===== src/rtl/sh3_pkg.sv =====
`timescale 1ns / 1ps
// ----------------------------------------------------------------------------
// sh3_pkg
// Shared types and constants for the 3x3 sharpening convolution core.
// ----------------------------------------------------------------------------
package sh3_pkg;

	localparam int MAX_WIDTH_DEF = 1024;
	localparam int MAX_HEIGHT    = 4096;

	localparam int PIX_W   = 8;
	localparam int IMG_W_W = 11;
	localparam int IMG_H_W = 13;
	localparam int CFG_W   = 13;
	localparam int ROW_W   = 12;
	localparam int CMP_W   = 13;
	localparam int SUM_W   = 12;

	localparam int MIN_DIM    = 3;
	localparam int FIRST_FULL = 2;

	localparam logic [IMG_W_W-1:0] IMG_W_RST = IMG_W_W'(1024);
	localparam logic [IMG_H_W-1:0] IMG_H_RST = IMG_H_W'(1024);

	typedef enum logic [0:0] {
		REG_IMAGE_WIDTH  = 1'b0,
		REG_IMAGE_HEIGHT = 1'b1
	} cfg_reg_t;

	typedef struct packed {
		logic [PIX_W-1:0] upper;
		logic [PIX_W-1:0] lower;
	} line_pair_t;

	typedef struct packed {
		logic produce;
		logic frame_end;
	} pos_ctl_t;

	typedef struct packed {
		logic [PIX_W-1:0] pixel;
		logic             clipped;
	} sharp_res_t;

endpackage


===== src/rtl/sh3_position.sv =====
`timescale 1ns / 1ps
// ----------------------------------------------------------------------------
// sh3_position
// Column and row counters of the raster scan, with frame start handling and
// the decisions whether an item yields a result and whether it ends a frame.
// ----------------------------------------------------------------------------
module sh3_position
	import sh3_pkg::*;
#(
	parameter int MAX_WIDTH = MAX_WIDTH_DEF,
	parameter int CW        = $clog2(MAX_WIDTH)
) (
	input  logic               clk,
	input  logic               arst_n,
	input  logic               step,
	input  logic               frame_start,
	input  logic [IMG_W_W-1:0] image_width,
	input  logic [IMG_H_W-1:0] image_height,
	output logic [CW-1:0]      col,
	output pos_ctl_t           ctl
);

	logic [CW-1:0]    col_q;
	logic [ROW_W-1:0] row_q;
	logic [ROW_W-1:0] row_eff;
	logic [CMP_W-1:0] w_ext, h_ext, w_lim, h_lim, col_ext, row_ext;
	logic             col_last, row_last;

	always_comb begin
		col     = frame_start ? '0 : col_q;
		row_eff = frame_start ? '0 : row_q;
		w_ext   = CMP_W'(image_width);
		h_ext   = CMP_W'(image_height);
		if (w_ext < CMP_W'(MIN_DIM)) begin
			w_lim = CMP_W'(MIN_DIM);
		end else if (w_ext > CMP_W'(MAX_WIDTH)) begin
			w_lim = CMP_W'(MAX_WIDTH);
		end else begin
			w_lim = w_ext;
		end
		if (h_ext < CMP_W'(MIN_DIM)) begin
			h_lim = CMP_W'(MIN_DIM);
		end else if (h_ext > CMP_W'(MAX_HEIGHT)) begin
			h_lim = CMP_W'(MAX_HEIGHT);
		end else begin
			h_lim = h_ext;
		end
		col_ext       = CMP_W'(col);
		row_ext       = CMP_W'(row_eff);
		col_last      = (col_ext + CMP_W'(1)) >= w_lim;
		row_last      = (row_ext + CMP_W'(1)) >= h_lim;
		ctl.produce   = (col_ext >= CMP_W'(FIRST_FULL)) && (row_ext >= CMP_W'(FIRST_FULL));
		ctl.frame_end = col_last && row_last;
	end

	always_ff @(posedge clk or negedge arst_n) begin
		if (!arst_n) begin
			col_q <= '0;
			row_q <= '0;
		end else if (step) begin
			if (col_last) begin
				col_q <= '0;
				row_q <= row_last ? '0 : row_eff + ROW_W'(1);
			end else begin
				col_q <= col + CW'(1);
				row_q <= row_eff;
			end
		end
	end

endmodule


===== config.mk =====
export PLATFORM = sky130hd
export DESIGN_NAME = sh3_position
export DESIGN_NICKNAME = d
export VERILOG_FILES = /design/src/rtl/sh3_pkg.sv /design/src/rtl/sh3_position.sv
export SDC_FILE = /design/constraint.sdc
export NUM_CORES = 1
export LEC_CHECK = 0
export BUFFER_PORTS_ARGS = -buffer_cell sky130_fd_sc_hd__clkbuf_2
export CORE_UTILIZATION = 51
export DETAILED_ROUTE_END_ITERATION = 10
export PLACE_DENSITY = 0.77
export SYNTH_ARGS = -nofsm -noshare
export SYNTH_HDL_FRONTEND = slang
export SYNTH_SLANG_ARGS = --single-unit

===== constraint.sdc =====
create_clock -name clk -period 5.3 [get_ports clk]
set_clock_uncertainty 0.15 [all_clocks]
set_input_delay 1.06 -clock clk [delete_from_list [all_inputs] [get_ports clk]]
set_output_delay 1.06 -clock clk [all_outputs]
set_load 0.01 [all_outputs]

**Yosys cells after proc, flatten, opt, wreduce, memory -nomap -nowiden**

Cells that the tools add are included.

- Flip-flop bits (word level): 22
- Input bits: 28
- Output and inout port bits: 12
- Word-level logic and storage cells: 25

- Add/sub/neg operators: 4
- $lt $le $gt $ge: 8
- Mux-type cells: 9
- Reductions and logical operators: 2

Operators with widths:

| cell | number |
|---|---|
| $mux W13 | 3 |
| $mux W12 | 3 |
| $mux W10 | 2 |
| $add A12 B1 Y13 const B | 1 |
| $ge A11 B13 Y1 | 1 |
| $ge A13 B13 Y1 | 1 |
| $gt A13 B13 Y1 const B | 1 |
| $lt A13 B2 Y1 const B | 1 |
| $add A12 B1 Y12 const B | 1 |
| $ge A12 B2 Y1 const B | 1 |
| $add A10 B1 Y11 const B | 1 |
| $gt A11 B11 Y1 const B | 1 |
| $lt A11 B2 Y1 const B | 1 |
| $mux W11 | 1 |
| $add A10 B1 Y10 const B | 1 |
| $ge A10 B2 Y1 const B | 1 |
| $logic_and A1 B1 Y1 | 2 |

**Logic depth before layout (Yosys ltp)**

- Depth in word-level cells: 6
- Mapped depth: 18
- Gate-level depth less buffers: 16

**Worst setup path after synthesis**

No wires, ideal clock.

- Path type: input-to-output
- From: input port frame_start
- To: output port ctl[0] (netlist name)
- Data arrival time: 4025 ps
- Slack: 65 ps
- Stages on the path: 16
- Path buffers: 3
- Cells stage by stage: clkbuf_1 > clkbuf_1 > nor2b_1 > ha_1 > and3_1 > and3_4 > nand3_4 > or3_1 > a21oi_2 > ha_1 > a21oi_1 > o21ai_0 > a21oi_1 > o21a_1 > clkbuf_1 > nor3_1

RTL lines:

| element | line | text |
|---|---|---|
| from (decl) | sh3_position.sv:16 | `input logic frame_start,` |
| to (decl) | sh3_position.sv:20 | `output pos_ctl_t ctl` |

==> impl_results.md <==
- Sw Share: 30.40%
- Detail Route Antenna Nets: 0
- Final cell count without fillers: 367
- Worst Max-Slew Pin Slew: 0.6518 ns
- Peak VDD IR: 163.7 µV
- Synth Instances: 278
- Pwr Density: 160.0 mW/mm²
- Fin worst setup slack: 0.3723 ns
- R2R setup slack: 1.24 ns
- Post-synth top area share: 24.08%
- Clk pin slew, worst setup/hold paths: 0.07 ns
- Flop pwr share: 43.8%
- Area delta synth->final: 13.90%
- Fmax: 202.9 MHz
- Sequential fraction of the synthesis area: 24.08%
- Clock power share: 28.4%
- CP bufs+invs: 3
- Slew HR: 56.36%
- Drt wl/cell: 14.45 µm
- Setup Fix Bufs, Post-CTS: 0
- Die area: 0.004754 mm²
- Die X-Extent: 68.95 µm
- Slew Limit Fails: 0
- Syn_nets: 334
- Diode count: 0
- Initial antenna violation count: 0
- RSZ-0062 raised after global routing: false
- Clk_lat worst skew: 0.26 ns
- Lkg Pwr: 1.279 nW
- Inserted Clock Buffers: 3
- DR iter-0 viols: 125
- CP Class: primary input to output pin
- H-tree levels: 1
- Largest net degree at the start of global routing: 23
- Worst path slowest cell: or3_1
- Row count: 23
- Routed wire length: 5302 µm
- Via count: 2149
- All-Layer GR Usage: 24.98%
- Worst slack, placed: 0.4227 ns
- Post-synth EDFFs: 0
- Hold_ws: 0.3642 ns
- Post-synth cell types: 52
- Ys flop type: dfrtp_1
- Arrival time of the worst setup path: 3.72 ns
- Post-CTS sizing: 0
- Core ar.: 0.004144 mm²
- Internal Power: 0.0002900 W
- Crit-path leading delay family: simple AND/OR/NAND/NOR gates
- Final setup fails: 0
- Share of cells above drive strength 1: 20.50%
- Status: completed
- Period utilisation layout: 92.97%
- Root buffer cell: clkbuf_8
- Yosys reg bits: 22
- Routability cong.: 0.8465
- CTS tree: yes
- Fin. Hold Viols: 0
- Combinational share of power: 27.7%
- Initial Utilization: 55.16%
- Chip Height: 68.95 µm
- Startpoint types: primary input
- Grt ovf: 0
- CTS sink count: 22
- Crit path time final: 4.928 ns
- Biggest area consumer among synthesized cells: dfrtp_1
- Hold Buf Count CTS: 0
- YS warnings: 0
- Deepest clock path buffer count: 2
- P_sw: 0.0001266 W
- First-pass GRT wire length: 8942 µm
- Worst Hold Class: flip-flop to flip-flop
- IO Port Bufs: 39
- DRC viols: 0
- Worst-path cell chain: clkbuf_2 -> nand2b_4 -> inv_1 -> ha_1 -> and3_1 -> and3_4 -> nand3_4 -> or3_1 -> a21oi_2 -> ha_1 -> nand2_1 -> nor2_1 -> nand2_1 -> o21a_1 -> nor3_1 -> clkbuf_2
- NumNets Final: 374
- Crit-path max FO: 7
- Total power: 0.0004166 W
- Max Cap Viol: 0
- # IOs: 40
- Synth top area cells: dfrtp_1 24%, ha_1 15%, nand2_1 7.1%, o2bb2ai_1 4.2%, nor2_1 3.4%
- CP endpoint kind: output pin
- Mapped cell area: 0.002286 mm²
- Vias/cell: 5.856
- Setup_tns: 0 ns
- Critical path required time: 4.09 ns
- Half-perimeter wire length after placement: 4227 µm
- Max stage delay on crit path: 0.38 ns
- # placed instances: 363
- Mapped Avg Cell Area: 8.223 µm²
- Vias in the first global route: 1966
- FFs w/ async S/R, synth: 100.0%
- DRT Pass-1 Iters: 4
==> cell type report <==
class,instances,area (µm²)
timing repair buffer,46,247.7
clock buffer,4,55.05
fill,401,1540
inverter,10,37.54
multi-input combinational,235,1650
sequential,22,550.5
tap,50,62.56
==> kinds of logic (layout without fill, tap and decap cells) <==
family	after synthesis	in the layout	synth area share, %
adder cells (fa/ha/maj)	28	28	15.33
XOR/XNOR	15	15	5.747
buffers and inverters	21	60	3.722
flip-flops	22	22	24.08
AND/OR/NAND/NOR	125	125	29.23
AO/OA/AOI/OAI	67	67	21.89
==> stage by stage <==
step           utilization, %  instance area (µm²)
2_1_floorplan               -                 2286
3_3_place_gp            61.50                 2549
3_5_place_dp            61.50                 2549
4_1_cts                 62.83                 2604
5_1_grt                 62.83                 2604
6_report                62.83                 2604
==> power groups by stage <==
| stage | clock network, W | registers, W | logic (W) |
|---|---|---|---|
| after floorplan | 0 | 0.000182 | 0.0000804 |
| after global placement | 0 | 0.000186 | 0.000112 |
| after detailed placement | 0 | 0.000186 | 0.000115 |
| after CTS | 0.000122 | 0.000182 | 0.000116 |
| after global routing | 0.000130 | 0.000184 | 0.000131 |
| final | 0.000118 | 0.000183 | 0.000116 |
==> registers in the layout (all words and copies together), names as in the netlist <==
register,cells
col_q,10
row_q,12
==> worst register-to-register path: stages (launching register included) <==
cell	delay, ns
dfrtp_1	0.42
nor2b_1	0.23
ha_1	0.20
and3_1	0.21
and3_4	0.24
nand3_4	0.10
or3_1	0.38
a21oi_2	0.17
ha_1	0.26
a21oi_1	0.15
o21ai_0	0.10
a21oi_1	0.12
o21a_1	0.17
buf_4	0.18
nor4b_4	0.57
a21oi_1	0.16
a31oi_1	0.17
==> cells in the final DEF, fill, tap and decap left out, types with 2 or more instances in the layout <==
| cell | instances |
|---|---|
| nor2_2 | 2 |
| a22o_1 | 6 |
| a31oi_1 | 5 |
| nor2_1 | 21 |
| a21o_1 | 4 |
| a21oi_1 | 11 |
| nand2b_4 | 2 |
| dfrtp_1 | 22 |
| nand2_1 | 43 |
| a22oi_1 | 2 |
| nor2b_1 | 12 |
| o21ai_0 | 11 |
| nor3_1 | 2 |
| nand3_1 | 12 |
| o2bb2ai_1 | 11 |
| clkinv_1 | 2 |
| clkbuf_8 | 4 |
| xor2_1 | 9 |
| o21a_1 | 3 |
| nor4_1 | 9 |
| inv_1 | 8 |
| ha_1 | 28 |
| buf_4 | 7 |
| and3_1 | 5 |
| nand3b_1 | 3 |
| nand2b_1 | 5 |
| clkbuf_2 | 39 |
| xnor2_1 | 6 |
| a211oi_1 | 2 |
==> worst paths after layout <==
check                       startpoint   endpoint  depth (start not counted)
max                        frame_start     ctl[0]                         16
min                           col_q[1]   col_q[1]                          1
max reg2reg                   row_q[1]   row_q[6]                         16
min reg2reg                   col_q[1]   col_q[1]                          1
max in group asynchronous       arst_n  row_q[10]                          1
min in group asynchronous       arst_n   row_q[3]                          1
==> Yosys cell counts, drive strengths merged, types with 3 or more instances <==
library cell,number
inv,8
nor4,9
a22o,6
nand3b,3
xor2,9
nor3,3
nand2b,7
buf,3
xnor2,6
nor2b,12
nand3,13
and3,6
nor2,24
clkbuf,8
ha,28
a31oi,5
dfrtp,22
o21ai,13
a21o,4
nand2,43
o2bb2ai,11
o21a,3
a21oi,13
==> per-layer routing <==
layer  up-vias  share of wire, %  track usage [%]
met1      1029                50            35.29
met5         -                 0                0
met4         0              0.45            5.102
met3         5               3.7            4.605
li1       1083                 -                -
met2        32                46            39.32
Power figures use the tool's default switching activity.
