[config.mk]
export PLATFORM = sky130hd
export DESIGN_NAME = sh3_window_alu
export DESIGN_NICKNAME = d
export VERILOG_FILES = /design/src/rtl/sh3_pkg.sv /design/src/rtl/sh3_window_alu.sv
export SDC_FILE = /design/constraint.sdc
export NUM_CORES = 1
export LEC_CHECK = 0
export BUFFER_PORTS_ARGS = -buffer_cell sky130_fd_sc_hd__buf_2
export CAP_MARGIN = 5
export CORE_UTILIZATION = 30
export CTS_CLUSTER_SIZE = 25
export DETAILED_ROUTE_END_ITERATION = 10
export GPL_TIMING_DRIVEN = 0
export PLACE_DENSITY = 0.56
export SETUP_SLACK_MARGIN = 0.3
export SLEW_MARGIN = 20
export SYNTH_ARGS = -nofsm -noshare
export SYNTH_HDL_FRONTEND = slang
export SYNTH_SLANG_ARGS = --single-unit
[constraint.sdc]
create_clock -name clk -period 17 [get_ports clk]
set_input_delay 3.4 -clock clk [delete_from_list [all_inputs] [get_ports clk]]
set_output_delay 3.4 -clock clk [all_outputs]
set_load 0.01 [all_outputs]
[src/rtl/sh3_pkg.sv]
`timescale 1ns / 1ps
// ----------------------------------------------------------------------------
// sh3_pkg
// Shared types and constants for the 3x3 sharpening convolution core.
// ----------------------------------------------------------------------------
package sh3_pkg;

	localparam int MAX_WIDTH_DEF = 1024;
	localparam int MAX_HEIGHT    = 4096;

	localparam int PIX_W   = 8;
	localparam int IMG_W_W = 11;
	localparam int IMG_H_W = 13;
	localparam int CFG_W   = 13;
	localparam int ROW_W   = 12;
	localparam int CMP_W   = 13;
	localparam int SUM_W   = 12;

	localparam int MIN_DIM    = 3;
	localparam int FIRST_FULL = 2;

	localparam logic [IMG_W_W-1:0] IMG_W_RST = IMG_W_W'(1024);
	localparam logic [IMG_H_W-1:0] IMG_H_RST = IMG_H_W'(1024);

	typedef enum logic [0:0] {
		REG_IMAGE_WIDTH  = 1'b0,
		REG_IMAGE_HEIGHT = 1'b1
	} cfg_reg_t;

	typedef struct packed {
		logic [PIX_W-1:0] upper;
		logic [PIX_W-1:0] lower;
	} line_pair_t;

	typedef struct packed {
		logic produce;
		logic frame_end;
	} pos_ctl_t;

	typedef struct packed {
		logic [PIX_W-1:0] pixel;
		logic             clipped;
	} sharp_res_t;

endpackage

[src/rtl/sh3_window_alu.sv]
`timescale 1ns / 1ps
// ----------------------------------------------------------------------------
// sh3_window_alu
// Window registers of the two previous columns and the five-tap sharpening
// sum with saturation to the pixel range.
// ----------------------------------------------------------------------------
module sh3_window_alu
	import sh3_pkg::*;
(
	input  logic             clk,
	input  logic             arst_n,
	input  logic             step,
	input  logic [PIX_W-1:0] pix,
	input  logic [PIX_W-1:0] top,
	input  logic [PIX_W-1:0] mid,
	output sharp_res_t       res
);

	logic [PIX_W-1:0]        left_mid_q;
	logic [PIX_W-1:0]        col_top_q, col_mid_q, col_bot_q;
	logic signed [SUM_W-1:0] sum;

	always_ff @(posedge clk or negedge arst_n) begin
		if (!arst_n) begin
			left_mid_q <= '0;
			col_top_q  <= '0;
			col_mid_q  <= '0;
			col_bot_q  <= '0;
		end else if (step) begin
			left_mid_q <= col_mid_q;
			col_top_q  <= top;
			col_mid_q  <= mid;
			col_bot_q  <= pix;
		end
	end

	always_comb begin
		sum = $signed(SUM_W'({col_mid_q, 2'b00}) + SUM_W'(col_mid_q)
			- SUM_W'(col_top_q) - SUM_W'(col_bot_q)
			- SUM_W'(left_mid_q) - SUM_W'(mid));
		if (sum < 0) begin
			res.pixel   = '0;
			res.clipped = 1'b1;
		end else if (sum > SUM_W'(255)) begin
			res.pixel   = '1;
			res.clipped = 1'b1;
		end else begin
			res.pixel   = sum[PIX_W-1:0];
			res.clipped = 1'b0;
		end
	end

endmodule

* Word-level counts from Yosys, hierarchy flattened
Cells that the tools add are included.
** Storage, ports and cells
- Register bits after elaboration :: 32
- Output and inout port bits :: 9
** Cells by class
- Add/subtract/negate cells :: 5
- Magnitude comparators :: 2
- Mux-type cells :: 2
** Operator list (count)
- $sub A12 B8 Y12 :: 3
- $mux W9 :: 2
- $gt A12 B9 Y1 const B :: 1
- $lt A12 B1 Y1 const B :: 1
- $sub A11 B8 Y12 :: 1
- $add A10 B8 Y11 :: 1

* Longest topological paths before layout
Gate-level depths: netlist of the first run.
- Depth after elaboration :: 8
- Gate-level depth with buffers :: 13
- Gate-level depth less buffers :: 13

* Worst setup path after synthesis of the first run
Ideal clock, no wire load.
- Path type :: input port to output port
- From :: input mid[2]
- To :: output res[1] (netlist name)
- Cell stages on the path :: 12
- Path slack :: 6866 ps
- Path buffers :: 0
- Required time :: 13600 ps
- Data arrival time :: 6734 ps
- Path through :: fa_1 -> inv_1 -> fa_1 -> inv_1 -> fa_1 -> inv_1 -> ha_1 -> a211oi_2 -> o21ai_2 -> a311o_1 -> a311oi_4 -> a31oi_1
** RTL lines
- start, declared :: RTL line sh3_window_alu.sv:15 : input logic [PIX_W-1:0] mid,
- end, declared :: RTL line sh3_window_alu.sv:16 : output sharp_res_t res

==> metrics, run 1 <==
status completed; total I/O pin count 36; Post-DP Area 2960 µm²; Crit Path Category primary input to output port; Max-cap violations 0; max-slew violations 0; top cells by area, synth dfrtp_1 (30%), fa_1 (23%), inv_1 (11%), ha_1 (7.1%), o21ai_0 (5.3%); post-CTS sizing 0; hold slack 0.517 ns; startpoint types primary input; max_slew headroom 51.5%; fill count 888; Data arrival, critical path 7.17 ns; worst-margin pin slew 0.728 ns; final instance area 3050 µm²; Post-CTS Setup Inserts 0; max frequency 94.6 MHz; crit path cell chain buf_2, fa_1, inv_1, fa_1, inv_1, fa_1, inv_1, ha_1, a211oi_2, o21ai_2, a311o_1, a311oi_4, a31oi_1, buf_2; DRT antenna net count 0; WP data required approximately 14 ns; Core ar. 8380 µm²; Area growth syn-to-layout 14.7%; WP buf/inv 5; Ys Warns 0; count of state elements after synthesis 32; commonest cells after routing, fill and taps aside inv_1 (76), buf_2 (34), dfrtp_1 (32); Final min period 10.57 ns; Avg Vias per Cell 4.62; hold_buf cts 0; Initial Utilization 31.7%; CTS tree done; Yosys top cell by area dfrtp_1; Leak 1.53 nW; gr ovfl total 0; clock-pin slew on the worst setup and hold paths 0.06 ns; final wirelength 5140 µm; Pre-antenna DRT Iters 4; first-pass GRT wire length between 9000 and 10000 µm; register area share after synthesis 30.1%; gp weighted congestion roughly 0.80; most common cell after layout, fill and taps aside inv_1; Core Util, Final 36.4%; number of DRC markers after the initial detailed-route iteration 47; Yosys top cell area share 30.1%; largest net degree at the start of global routing 33; final net count 391; Tot GR Track Use 13.3%; diodes inserted 0; clock buffer depth 2; die footprint between 9000 and 10000 µm²; # rows 33; DP HPWL 4150 µm; vias in the first global route 2106; CTS sink cnt 32; die height about 96 µm; Largest stage delay, worst path 0.53 ns; final hold violation count 0; IO Port Bufs 34; Yosys cell types 36; crit share post-route 62.2%; initial antenna violation count 0; CTS buffer count 5; Mapped Area roughly 2700 µm²; worst-skew pair later-pin latency roughly 0.28 ns; syn nets 350; via count 1963; CP delay by family, top adder cells; skew final 0.00192 ns; CTS H-tree depth 2; WL per Instance 12.1 µm; Slowest-stage cell, CP fa_1; worst-path fanout max 9; Syn Inst Count 278; clock root cell clkbuf_8; setup tns final 0 ns; Final setup violation count 0; RSZ-0062 raised after global routing false; maximum vdd drop approximately 0.06 mV; DRC 0; Synth Area per Inst 9.56 µm²; die width 96.1 µm; Pwr Density 189 nW/µm²; Hold WC Path Type flop to flop; share of layout cells above drive strength 1 between 10% and 20%; CP endpoint kind output port
routing by layer:
layer / track usage (%) / vias up / share of wire [%]
met5: 0 / - / 0
met4: 2.99 / 0 / 0.47
met3: 3.08 / 3 / 4.0
met2: 23.3 / 31 / 50
met1: 16.4 / 975 / 46
li1: - / 954 / -
cells in the mapped netlist:
| cell type | number |
|---|---|
| a211oi_2 | 1 |
| o21bai_1 | 1 |
| inv_1 | 76 |
| a21oi_1 | 7 |
| a31oi_1 | 9 |
| nor2b_2 | 1 |
| o21ai_0 | 28 |
| a311oi_2 | 1 |
| fa_1 | 30 |
| mux2_2 | 7 |
| a21o_2 | 1 |
| o21ai_2 | 1 |
| a311oi_4 | 1 |
| mux2i_1 | 1 |
| nand3b_1 | 1 |
| buf_6 | 1 |
| or2b_2 | 1 |
| nand3_1 | 2 |
| clkbuf_1 | 6 |
| o21a_1 | 1 |
| o221ai_1 | 1 |
| a221oi_1 | 1 |
| xnor2_1 | 5 |
| and3_2 | 1 |
| dfrtp_1 | 32 |
| nand4_1 | 4 |
| ha_1 | 15 |
| xor2_1 | 3 |
| nand2_1 | 31 |
| nor2_1 | 1 |
| a21oi_2 | 1 |
| or2_2 | 1 |
| o221ai_2 | 1 |
| a21o_1 | 2 |
| o211ai_2 | 1 |
| a311o_1 | 1 |
worst paths after layout:
check / slack (ns) / endpoint / from / cells past startpoint
setup / recovery: 6.43 / res[3] / mid[2] / 14
hold / removal: 0.52 / col_top_q[2]$_DFFE_PN0P_ / col_top_q[2]$_DFFE_PN0P_ / 1
setup reg to reg: 16.09 / col_mid_q[0]$_DFFE_PN0P_ / col_mid_q[0]$_DFFE_PN0P_ / 1
hold reg to reg: 0.52 / col_top_q[2]$_DFFE_PN0P_ / col_top_q[2]$_DFFE_PN0P_ / 1
max in group asynchronous: 13.37 / col_mid_q[5]$_DFFE_PN0P_ / arst_n / 1
min in group asynchronous: 3.17 / col_top_q[2]$_DFFE_PN0P_ / arst_n / 1
where the power goes:
part           internal (mW)  switching, mW
sequential            0.0836        0.00461
combinational          0.179          0.248
clock                 0.0330         0.0280
total                  0.295          0.281
state kept, by name, indices dropped and copies added (netlist names):
signal and count:
col_bot_q 8, left_mid_q 8, col_top_q 8, col_mid_q 8
per-stage QoR:
| step | setup WS, ns | total power [mW] | instances |
|---|---|---|---|
| final | 6.43 | 0.576 | 425 |
| after global routing | 6.16 | 0.655 | 425 |
| after CTS | 6.43 | 0.585 | 425 |
| after detailed placement | 6.43 | 0.522 | 417 |
| after global placement | 6.43 | 0.519 | 417 |
| after floorplan | 6.87 | 0.432 | 278 |
cell families after synthesis:
logic type               synth area share (%)
buffers and inverters                    12.0
AO/OA/AOI/OAI                            14.9
adder cells (fa/ha/maj)                  29.7
AND/OR/NAND/NOR                          7.30
flip-flops                               30.1
XOR/XNOR                                 2.64
multiplexers                             3.34
cell type report:
cell class	count	area, µm²	share of cell area [%]
plain buffers	7	33.8	1.11
well taps	105	131	4.31
repair buffers	34	170	5.58
multi-input cells	163	1540	50.4
flip-flops and latches	32	801	26.3
clock buffers	8	90.1	2.95
inverters	76	285	9.36
Note: power is estimated with default switching activity, not from simulation.
==> run 2, diff against run 1 <==
--- a/config.mk
+++ b/config.mk
@@ -11,7 +11,7 @@
 export CTS_CLUSTER_SIZE = 25
 export DETAILED_ROUTE_END_ITERATION = 10
 export GPL_TIMING_DRIVEN = 0
-export PLACE_DENSITY = 0.56
+export PLACE_DENSITY = 0.58
 export SETUP_SLACK_MARGIN = 0.3
 export SLEW_MARGIN = 20
 export SYNTH_ARGS = -nofsm -noshare
==> constraint.sdc (replaced) <==
create_clock -name clk -period 9.65 [get_ports clk]
set_input_delay 1.93 -clock clk [delete_from_list [all_inputs] [get_ports clk]]
set_output_delay 1.93 -clock clk [all_outputs]
set_load 0.01 [all_outputs]
==> run 2 against run 1 <==
Global-route usage grew 0.37 points. Worst hold slack improved by 0.012 ns. Clock power is 49% higher. Combinational power rose by 77%. Critical path type unchanged. Routed wire length up 1.8%. Critical endpoint is now res[2].
==> metrics, run 2 (synthesis results as in run 1) <==
status completed; CTS buffer count 5; total I/O pin count 36; max_slew headroom 51.9%; vias in the first global route between 2000 and 2500; via count 1988; gp weighted congestion 0.782; most common cell after layout, fill and taps aside inv_1; number of DRC markers after the initial detailed-route iteration 45; clock buffer depth 2; DRT antenna net count 0; WL per Instance 12.4 µm; Max-cap violations 0; initial antenna violation count 0; total chip power 1.00 mW; CTS sink cnt 32; fill count roughly 900; die footprint 9240 µm²; Post-CTS Setup Inserts 0; Hold WC Path Type flop to flop; fin cells between 400 and 500; post-CTS sizing 0; # rows 33; IO Port Bufs 34; Core ar. 8380 µm²; Area growth syn-to-layout 13.9%; CP endpoint kind output port; Final min period 7.64 ns; CTS tree done; die width 96.1 µm; final net count slightly below 400; worst-margin pin slew 0.721 ns; share of layout cells above drive strength 1 18.6%; setup tns final 0 ns; skew final between 0.003 and 0.004 ns; post-placement cell count 417; Crit Path Category primary input to output port; RSZ-0062 raised after global routing false; worst-path fanout max 9; final wirelength 5240 µm; DP HPWL between 4000 and 5000 µm; clock-pin slew on the worst setup and hold paths 0.06 ns; die height 96.1 µm; Initial Utilization a little under a third; Final setup violation count 0; CTS H-tree depth 2; Pwr Density 331 nW/µm²; WP data required around 7.7 ns; worst-skew pair later-pin latency 0.28 ns; max frequency 131 MHz; area of the multi-input gates 1540 µm²; DRC 0; max-slew violations 0; maximum vdd drop 0.122 mV; commonest cells after routing, fill and taps aside inv_1 (76), buf_2 (34), dfrtp_1 (32); diodes inserted 0; Data arrival, critical path 5.71 ns; Tot GR Track Use 13.6%; final hold violation count 0; Pre-antenna DRT Iters 4; hold_buf cts 0; clock root cell clkbuf_8; gr ovfl total 0; Leak 1.52 nW; Post-DP Area 2960 µm²; first-pass GRT wire length about 9600 µm; startpoint types primary input; FF+latch area 801 µm²; Avg Vias per Cell about 4.7; final instance area 3030 µm²; crit share post-route 79.1%; largest net degree at the start of global routing 33
run 2: cell count changes in the layout (fill, tap and decap cells not counted):
cell	before	now
clkbuf_1	8	6
clkbuf_8	6	5
run 2: final cells by class:
cell class | instances | area share (%)
inverter | 76 | 9.42
sequential | 32 | 26.4
clock buffer | 5 | 2.27
multi-input combinational | 163 | 50.8
tap | 105 | 4.34
timing repair buffer | 34 | 5.62
buffer | 7 | 1.12
run 2: path summary, 6_finish.rpt:
check                                         startpoint                       end  slack, ns  cells past startpoint
worst min-delay path            col_top_q[2]$_DFFE_PN0P_  col_top_q[2]$_DFFE_PN0P_       0.53                      1
worst max-delay path                              mid[2]                    res[2]       2.01                     14
worst max register to register  col_mid_q[0]$_DFFE_PN0P_  col_mid_q[0]$_DFFE_PN0P_       8.74                      1
worst min register to register  col_top_q[2]$_DFFE_PN0P_  col_top_q[2]$_DFFE_PN0P_       0.53                      1
max in group asynchronous                         arst_n  col_top_q[2]$_DFFE_PN0P_       7.48                      1
min in group asynchronous                         arst_n  col_top_q[7]$_DFFE_PN0P_       1.70                      1
run 2: critical path: stages:
cell and delay, ns:
buf_2 0.12, fa_1 0.53, inv_1 0.05, fa_1 0.47, inv_1 0.06, fa_1 0.52
inv_1 0.04, ha_1 0.36, a211oi_2 0.28, o21ai_2 0.13, a311o_1 0.40, a311oi_4 0.49
a31oi_1 0.16, buf_2 0.17
run 2: power by group:
group / internal (mW) / total (mW) / switching (mW)
logic: 0.316 / 0.757 / 0.441
registers: 0.147 / 0.156 / 0.00840
clock network: 0.0464 / 0.0906 / 0.0442
run 2: metrics by stage:
stage          utilization, %  setup WS (ns)  hold slack [ns]
6_report                 36.1           2.01            0.529
5_1_grt                  36.1           1.75            0.559
4_1_cts                  36.1           2.01            0.540
3_5_place_dp             35.3           2.02            0.526
3_3_place_gp             35.3           2.02            0.495
2_1_floorplan               -           2.46            0.485
run 2: routing by layer:
metal | share of wire (%) | up-vias | wire [µm] | GRT usage, %
met1 | 45 | 998 | 2380 | 17.0
met4 | 0.53 | 0 | 28 | 2.61
met2 | 50 | 35 | 2610 | 24.1
li1 | - | 950 | - | -
met5 | 0 | - | 0 | 0
met3 | 4.2 | 5 | 220 | 3.08
